--- src/erd_pkg.sv ---
package erd_pkg;

	localparam int unsigned QueueDepthDefault = 2;

	localparam logic [7:0]  EscapeReset     = 8'd0;
	localparam logic [7:0]  HeaderLenReset  = 8'd18;
	localparam logic [15:0] OutputSizeReset = 16'd33694;

	typedef enum logic [1:0] {
		CFG_ESCAPE     = 2'd0,
		CFG_HEADER_LEN = 2'd1,
		CFG_SIZE_LIMIT = 2'd2
	} cfg_idx_t;

	typedef enum logic [1:0] {
		ST_DATA  = 2'd0,
		ST_DONE  = 2'd1,
		ST_TRUNC = 2'd2,
		ST_SHORT = 2'd3
	} status_t;

	typedef enum logic [1:0] {
		PH_LITERAL = 2'd0,
		PH_COUNT   = 2'd1,
		PH_VALUE   = 2'd2
	} phase_t;

	typedef enum logic [1:0] {
		CMD_SKIP  = 2'd0,
		CMD_DATA  = 2'd1,
		CMD_TRUNC = 2'd2
	} cmd_kind_t;

	typedef struct packed {
		cmd_kind_t  kind;
		logic [7:0] value;
		logic [7:0] count;
		logic       last;
	} erd_cmd_t;

endpackage

--- src/erd_front.sv ---
module erd_front import erd_pkg::*; (
	input  logic       clk,
	input  logic       arst_n,
	input  logic       accept,
	input  logic [7:0] stream_byte,
	input  logic       last_byte,
	input  logic [7:0] escape_byte,
	input  logic [7:0] header_length,
	output erd_cmd_t   cmd
);

	phase_t     phase_q, phase_d;
	logic [7:0] pending_q, pending_d;
	logic [7:0] header_seen_q, header_seen_d;

	always_comb begin
		phase_d       = phase_q;
		pending_d     = pending_q;
		header_seen_d = header_seen_q;
		cmd.kind      = CMD_SKIP;
		cmd.value     = stream_byte;
		cmd.count     = 8'd1;
		cmd.last      = last_byte;
		if (header_seen_q < header_length) begin
			header_seen_d = header_seen_q + 8'd1;
			cmd.kind      = CMD_DATA;
		end else begin
			case (phase_q)
				PH_COUNT: begin
					pending_d = stream_byte;
					phase_d   = PH_VALUE;
					cmd.kind  = last_byte ? CMD_TRUNC : CMD_SKIP;
				end
				PH_VALUE: begin
					cmd.kind  = CMD_DATA;
					cmd.count = pending_q;
					phase_d   = PH_LITERAL;
					pending_d = 8'd0;
				end
				default: begin
					if (stream_byte == escape_byte) begin
						phase_d  = PH_COUNT;
						cmd.kind = last_byte ? CMD_TRUNC : CMD_SKIP;
					end else begin
						phase_d  = PH_LITERAL;
						cmd.kind = CMD_DATA;
					end
				end
			endcase
		end
		// end of stream always starts the next one clean
		if (last_byte) begin
			phase_d       = PH_LITERAL;
			pending_d     = 8'd0;
			header_seen_d = 8'd0;
		end
	end

	always_ff @(posedge clk or negedge arst_n) begin
		if (!arst_n) begin
			phase_q       <= PH_LITERAL;
			pending_q     <= 8'd0;
			header_seen_q <= 8'd0;
		end else if (accept) begin
			phase_q       <= phase_d;
			pending_q     <= pending_d;
			header_seen_q <= header_seen_d;
		end
	end

endmodule

--- src/erd_queue.sv ---
module erd_queue import erd_pkg::*; #(
	parameter int unsigned DEPTH = QueueDepthDefault
) (
	input  logic     clk,
	input  logic     arst_n,
	input  logic     push,
	input  erd_cmd_t push_cmd,
	input  logic     pop,
	output erd_cmd_t head_cmd,
	output logic     empty,
	output logic     full
);

	localparam int unsigned PtrW = (DEPTH > 1) ? $clog2(DEPTH) : 1;
	localparam int unsigned CntW = $clog2(DEPTH + 1);
	localparam logic [PtrW-1:0] LastPtr = PtrW'(DEPTH - 1);
	localparam logic [CntW-1:0] FullCnt = CntW'(DEPTH);

	erd_cmd_t        entry_q [DEPTH];
	logic [PtrW-1:0] wr_ptr_q, rd_ptr_q;
	logic [CntW-1:0] count_q;

	assign empty    = (count_q == '0);
	assign full     = (count_q == FullCnt);
	assign head_cmd = entry_q[rd_ptr_q];

	always_ff @(posedge clk) begin
		if (push) begin
			entry_q[wr_ptr_q] <= push_cmd;
		end
	end

	always_ff @(posedge clk or negedge arst_n) begin
		if (!arst_n) begin
			wr_ptr_q <= '0;
			rd_ptr_q <= '0;
			count_q  <= '0;
		end else begin
			if (push) begin
				wr_ptr_q <= (wr_ptr_q == LastPtr) ? '0 : wr_ptr_q + 1'b1;
			end
			if (pop) begin
				rd_ptr_q <= (rd_ptr_q == LastPtr) ? '0 : rd_ptr_q + 1'b1;
			end
			if (push && !pop) begin
				count_q <= count_q + 1'b1;
			end else if (pop && !push) begin
				count_q <= count_q - 1'b1;
			end
		end
	end

	a_no_overflow: assert property (@(posedge clk) disable iff (!arst_n)
		push |-> !full)
		else $error("queue push while full");
	a_no_underflow: assert property (@(posedge clk) disable iff (!arst_n)
		pop |-> !empty)
		else $error("queue pop while empty");
	a_count_range: assert property (@(posedge clk) disable iff (!arst_n)
		count_q <= FullCnt)
		else $error("queue count out of range");

endmodule

--- src/erd_back.sv ---
module erd_back import erd_pkg::*; (
	input  logic        clk,
	input  logic        arst_n,
	input  logic        cmd_avail,
	input  erd_cmd_t    cmd,
	output logic        cmd_pop,
	input  logic [15:0] size_limit,
	output logic        out_valid,
	input  logic        out_stall,
	output logic [7:0]  run_value,
	output logic [7:0]  run_length,
	output status_t     status
);

	logic        finished_q, finished_d;
	logic [15:0] produced_q, produced_d;
	logic        out_valid_q;
	logic [7:0]  value_q, length_q;
	status_t     status_q;

	logic        emit;
	logic [7:0]  emit_value, emit_len;
	status_t     emit_status;
	logic [15:0] room, sum;
	logic [7:0]  run_n;
	logic        use_data;

	assign cmd_pop = cmd_avail && (!out_valid_q || !out_stall);

	// clamp the run to the space left in the output
	assign room  = size_limit - produced_q;
	assign run_n = ({8'd0, cmd.count} > room) ? room[7:0] : cmd.count;

	always_comb begin
		finished_d  = finished_q;
		produced_d  = produced_q;
		emit        = 1'b0;
		emit_value  = 8'd0;
		emit_len    = 8'd0;
		emit_status = ST_DATA;
		use_data    = 1'b0;
		sum         = produced_q;
		if (finished_q) begin
			// drop everything up to the end of the stream
			if (cmd.last) begin
				finished_d = 1'b0;
				produced_d = 16'd0;
			end
		end else if (produced_q >= size_limit) begin
			use_data = 1'b1;
		end else begin
			case (cmd.kind)
				CMD_TRUNC: begin
					emit        = 1'b1;
					emit_status = ST_TRUNC;
					produced_d  = 16'd0;
				end
				CMD_DATA: begin
					use_data   = 1'b1;
					emit_len   = run_n;
					emit_value = (run_n != 8'd0) ? cmd.value : 8'd0;
					sum        = produced_q + {8'd0, run_n};
				end
				default: ;
			endcase
		end
		if (use_data) begin
			produced_d = sum;
			if (sum >= size_limit) begin
				emit        = 1'b1;
				emit_status = ST_DONE;
				if (cmd.last) begin
					produced_d = 16'd0;
				end else begin
					finished_d = 1'b1;
				end
			end else if (cmd.last) begin
				emit        = 1'b1;
				emit_status = ST_SHORT;
				produced_d  = 16'd0;
			end else begin
				emit = (emit_len != 8'd0);
			end
		end
	end

	always_ff @(posedge clk or negedge arst_n) begin
		if (!arst_n) begin
			finished_q  <= 1'b0;
			produced_q  <= 16'd0;
			out_valid_q <= 1'b0;
		end else begin
			if (cmd_pop) begin
				finished_q  <= finished_d;
				produced_q  <= produced_d;
				out_valid_q <= emit;
			end else if (!out_stall) begin
				out_valid_q <= 1'b0;
			end
		end
	end

	always_ff @(posedge clk) begin
		if (cmd_pop && emit) begin
			value_q  <= emit_value;
			length_q <= emit_len;
			status_q <= emit_status;
		end
	end

	assign out_valid  = out_valid_q;
	assign run_value  = value_q;
	assign run_length = length_q;
	assign status     = status_q;

	a_zero_len_value: assert property (@(posedge clk) disable iff (!arst_n)
		(out_valid_q && length_q == 8'd0) |-> value_q == 8'd0)
		else $error("empty run carries a value");
	a_trunc_empty: assert property (@(posedge clk) disable iff (!arst_n)
		(out_valid_q && status_q == ST_TRUNC) |-> length_q == 8'd0)
		else $error("truncation result carries data");
	a_data_nonempty: assert property (@(posedge clk) disable iff (!arst_n)
		(out_valid_q && status_q == ST_DATA) |-> length_q != 8'd0)
		else $error("data result with zero length");
	a_produced_bound: assert property (@(posedge clk) disable iff (!arst_n)
		(cmd_pop && !finished_q && produced_q < size_limit) |=>
		(produced_q <= $past(size_limit)))
		else $error("produced count overran output size");

endmodule

--- src/escape_rle_stream_decoder.sv ---
// Channel   Direction  Handshake             Payload
// input     in         in_valid / in_stall   stream_byte, last_byte
// output    out        out_valid / out_stall run_value, run_length, status
// config    in         cfg_we                cfg_index, cfg_data
//
// One compressed byte per cycle is taken while in_stall is low; a result is registered
// in the queue and then in the output register (front classify into the queue, back
// clamp + output reg). The back end clamps and counts combinationally to keep pace.
// in_stall rises only when the command queue fills behind a result held by out_stall;
// the output register frees the back end whenever it holds no result or out_stall is low.
// Reset clears the stream state and loads the register defaults.
module escape_rle_stream_decoder import erd_pkg::*; #(
	parameter int unsigned QUEUE_DEPTH = QueueDepthDefault
) (
	input  logic        clk,
	input  logic        arst_n,
	input  logic        in_valid,
	output logic        in_stall,
	input  logic [7:0]  stream_byte,
	input  logic        last_byte,
	output logic        out_valid,
	input  logic        out_stall,
	output logic [7:0]  run_value,
	output logic [7:0]  run_length,
	output logic [1:0]  status,
	input  logic        cfg_we,
	input  logic [1:0]  cfg_index,
	input  logic [15:0] cfg_data
);

	logic [7:0]  escape_q;
	logic [7:0]  header_len_q;
	logic [15:0] size_limit_q;

	logic     in_accept;
	erd_cmd_t front_cmd, head_cmd;
	logic     q_empty, q_full, q_pop;
	status_t  status_w;

	always_ff @(posedge clk or negedge arst_n) begin
		if (!arst_n) begin
			escape_q     <= EscapeReset;
			header_len_q <= HeaderLenReset;
			size_limit_q <= OutputSizeReset;
		end else if (cfg_we) begin
			case (cfg_index)
				CFG_ESCAPE:     escape_q     <= cfg_data[7:0];
				CFG_HEADER_LEN: header_len_q <= cfg_data[7:0];
				CFG_SIZE_LIMIT: size_limit_q <= cfg_data;
				default: ;
			endcase
		end
	end

	assign in_stall  = q_full;
	assign in_accept = in_valid && !q_full;

	erd_front u_front (
		.clk           (clk),
		.arst_n        (arst_n),
		.accept        (in_accept),
		.stream_byte   (stream_byte),
		.last_byte     (last_byte),
		.escape_byte   (escape_q),
		.header_length (header_len_q),
		.cmd           (front_cmd)
	);

	erd_queue #(
		.DEPTH (QUEUE_DEPTH)
	) u_queue (
		.clk      (clk),
		.arst_n   (arst_n),
		.push     (in_accept),
		.push_cmd (front_cmd),
		.pop      (q_pop),
		.head_cmd (head_cmd),
		.empty    (q_empty),
		.full     (q_full)
	);

	erd_back u_back (
		.clk        (clk),
		.arst_n     (arst_n),
		.cmd_avail  (!q_empty),
		.cmd        (head_cmd),
		.cmd_pop    (q_pop),
		.size_limit (size_limit_q),
		.out_valid  (out_valid),
		.out_stall  (out_stall),
		.run_value  (run_value),
		.run_length (run_length),
		.status     (status_w)
	);

	assign status = status_w;

endmodule

--- config.mk ---
export PLATFORM = sky130hd
export DESIGN_NAME = escape_rle_stream_decoder
export DESIGN_NICKNAME = d
export VERILOG_FILES = /design/src/erd_pkg.sv /design/src/erd_front.sv /design/src/erd_queue.sv /design/src/erd_back.sv /design/src/escape_rle_stream_decoder.sv
export SDC_FILE = /design/constraint.sdc
export NUM_CORES = 1
export LEC_CHECK = 0
export ABC_AREA = 1
export BUFFER_PORTS_ARGS = -buffer_cell sky130_fd_sc_hd__clkbuf_2
export CAP_MARGIN = 40
export CORE_MARGIN = 5
export CORE_UTILIZATION = 35
export CTS_BUF_LIST = sky130_fd_sc_hd__clkbuf_4
export CTS_CLUSTER_DIAMETER = 150
export DETAILED_ROUTE_END_ITERATION = 7
export HOLD_SLACK_MARGIN = 0.06
export PLACE_DENSITY = 0.56
export SLEW_MARGIN = 0
export SYNTH_ARGS = -nofsm -noshare
export SYNTH_HDL_FRONTEND = slang
export SYNTH_SLANG_ARGS = --single-unit
--- constraint.sdc ---
create_clock -name clk -period 8.6 [get_ports clk]
set_input_delay 1.29 -clock clk [delete_from_list [all_inputs] [get_ports clk]]
set_output_delay 1.29 -clock clk [all_outputs]
set_load 0.03 [all_outputs]
==> impl_metrics.ini <==
[critical_path]
critPathLaunch = size_limit_q[0]$_DFFE_PN0P_
worstPathArrival_ns = 7.50
slowest_stage = inv_1
r2r_end = u_back.run_value[0]$_SDFFCE_PP0P_
crit_required_ns = 8.77
r2r_start = size_limit_q[0]$_DFFE_PN0P_
cpPeakStageDelay_ns = 0.57
rr_worst_depth = 48
critPathMaxFanout = 18
worstSetupEndpoint = u_back.run_value[0]$_SDFFCE_PP0P_
critPathCaptureType = flop
cp_common_cell = nand2_1
path_class = flop to flop
r2r_slack_ns = 1.27
start_kind = flop

[clock_network]
root_buffer = clkbuf_4
cts-resized-gates = 0
hold_buffers = 0
postCtsSetupBuffers = 0
max-clock-path-buffers = 2
cts_inserted_buffers = 17
insertion_delay_ns = 0.54
cts.sinks = 128
clkTransAtPathRegs_ns = 0.11
h-tree-depth = 4
cts_tree = built

[synthesis]
syn-cell-area_um2 = 7710
yosysUniqueCellTypes = 42
syn_nets = 1026
netlist_instances = 931
synth-compound-area-share_pct = 10.5
synth_xor_area_share_pct = 2.73
avgSynthCellArea_um2 = 8.28
synth_top_family_by_area = simple AND/OR/NAND/NOR gates
synth_fa_ha_area_share_pct = 10.4
synth_warnings = 0
yosysSeqAreaShare_pct = 45.3
synth_top_flop_cell = dfrtp_1
synth.mux.area_fraction_pct = 0.260
yosys.area_share.simple_pct = 21.6
synth_seq_cells = 128
synth-edff-count = 56
synth_async_sr_flop_share_pct = 56.3

[finish]
nNetsFinal = 1090
layout_common_cells = nand2_1, inv_1, o21ai_0
area_delta_synth_final_pct = 11.8
final_common_cell = nand2_1
drive_above_1_share_pct = 13.1

[job]
cap_violations = 0

[pwr]
p_total_mw = 2.52
internal_power_mw = 1.38
switchingPower_mw = 1.13
combPwrFrac_pct = 48.3
ir_worst_vdd_mv = 0.101
pwr-share-clk_pct = 16.2
pwr_density_cell_nw_per_um2 = 292
switching_share_pct = 45.1
cellLeakagePower_nw = 4.29
power_frac_seq_pct = 35.5

[timing]
tightest_slew_ns = 0.780
slew_viol_final = 0
min_period_ns = 7.33
setup_viol = 0
fin_setup_tns_ns = 0
fin_crit_sh_pct = 85.3
grt_setup_unrepaired = no
clock.fmax_mhz = 136
fin_skew_ns = 0.0241
hold_viol = 0
relSlewSlack_pct = 48.0

[global_route]
grt_use_total_pct = 15.5
grt_remaining_overflow = 0
grt_first_pass_wirelength_um = 30400
grt_max_degree = 47
grt_pass1_vias = 6014
antenna_found_initial = 1

[detailed_routing]
first_pass_iters = 5
wire_per_inst_um = 14.3
vias_per_cell = 4.71
finalWirelength_um = 18400
num_vias = 6068
ant_nets = 0
drcViolationCount = 0
drt_iter0_drc = 319

[placed_design]
hpwl_um = 14700
gp_congestion = 0.873
io_buffers = 51

[floorplanning]
initial_core_util_pct = 35.4
coreArea_um2 = 21800
num_rows = 54
die-height_um = 158
die_x_um = 158
io_pins = 52
die-area_um2 = 25100

[min_path]
min_path_type = flop to flop
hold_path_depth = 2

[status]
run_status = finished, final reports clean
## critical path, delay by kind of cell (launching register included)
kind | cells | cell delay (ns)
adder cells (fa/ha/maj) | 6 | 1.70
AND/OR/NAND/NOR | 28 | 2.76
buffers and inverters | 8 | 1.06
AO/OA/AOI/OAI | 4 | 0.71
flip-flops | 1 | 0.42
XOR/XNOR | 2 | 0.36
## layout make-up
cell class	instances	area (µm²)
multi-input cells	615	3500
clock inverters	14	140
diodes	1	2.50
inverters	175	657
repair buffers	58	338
well taps	280	350
clock buffers	18	135
fillers	2303	13100
flip-flops and latches	128	3500
## worst min-delay path by stage
stage	startpoint	to	slack [ns]
3_3_place_gp	header_len_q[0]$_DFFE_PN0P_	header_len_q[0]$_DFFE_PN0P_	0.47
5_1_grt	header_len_q[0]$_DFFE_PN0P_	header_len_q[0]$_DFFE_PN0P_	0.53
3_5_place_dp	header_len_q[0]$_DFFE_PN0P_	header_len_q[0]$_DFFE_PN0P_	0.48
4_1_cts	header_len_q[3]$_DFFE_PN0P_	header_len_q[3]$_DFFE_PN0P_	0.50
2_1_floorplan	header_len_q[0]$_DFFE_PN0P_	header_len_q[0]$_DFFE_PN0P_	0.45
6_report	header_len_q[6]$_DFFE_PN0P_	header_len_q[6]$_DFFE_PN0P_	0.50
## routing by layer
metal	up-vias	track usage, %	wire, µm
met4	0	5.12	344
met3	21	2.96	670
met5	-	0	0
met1	2775	21.8	9090
met2	116	24.2	8310
li1	3156	-	-
## stage by stage
step	instances	util [%]	setup WS (ns)	hold WS [ns]	cell area [µm²]
global route	1289	39.6	0.543	0.530	8620
detailed placement	1256	38.3	1.22	0.477	8340
finish	1289	39.6	1.27	0.500	8620
CTS	1288	39.6	1.19	0.504	8620
global placement	1253	38.1	1.47	0.465	8290
floorplan	931	-	2.32	0.448	7710
## sequential cells by signal, summed over array words and instances, names as in the netlist
register	flops
u_back.produced_q	16
u_queue.count_q	2
u_back.out_valid	1
u_back.run_length	8
header_len_q	8
u_queue.entry_q	38
escape_q	8
u_front.header_seen_q	8
u_back.status	2
size_limit_q	16
u_queue.rd_ptr_q	1
u_queue.wr_ptr_q	1
u_back.finished_q	1
u_front.pending_q	8
u_front.phase_q	2
u_back.run_value	8
## kinds of logic (layout without fill, tap and decap cells)
family	after synthesis	count (layout)
fa+ha+maj	63	63
simple gates	375	375
xor+xnor	24	24
other cells	0	1
compound gates	151	151
buf+inv	188	265
mux	2	2
flops	128	128
## power by group through the flow
stage          clock network (mW)  registers [mW]  logic [mW]
3_3_place_gp                    0           0.908        1.21
2_1_floorplan                   0           0.979       0.806
4_1_cts                     0.420           0.896        1.23
6_report                    0.406           0.894        1.22
5_1_grt                     0.445           0.911        1.39
3_5_place_dp                    0           0.909        1.22
## cell usage after synthesis (all sizes together) (2+ instances only)
cell type	number	area share, %
nor3b	3	0.29
edfxtp	56	22
o21a	2	0.19
o21ai	73	4.8
nor2	59	3.4
nand4	11	0.89
dfrtp	62	20
ha	61	9.9
nand3	62	4.2
mux2i	2	0.26
xnor2	8	0.91
buf	3	0.23
inv	175	8.5
o211ai	2	0.19
a21oi	55	3.6
o22ai	9	0.73
or2	7	0.57
dfstp	10	3.4
nand2	221	11
clkbuf	10	0.49
o21bai	4	0.39
o31ai	2	0.19
nor3	10	0.86
fa	2	0.52
a31oi	2	0.16
xor2	16	1.8
(Power assumes the default switching activity.)
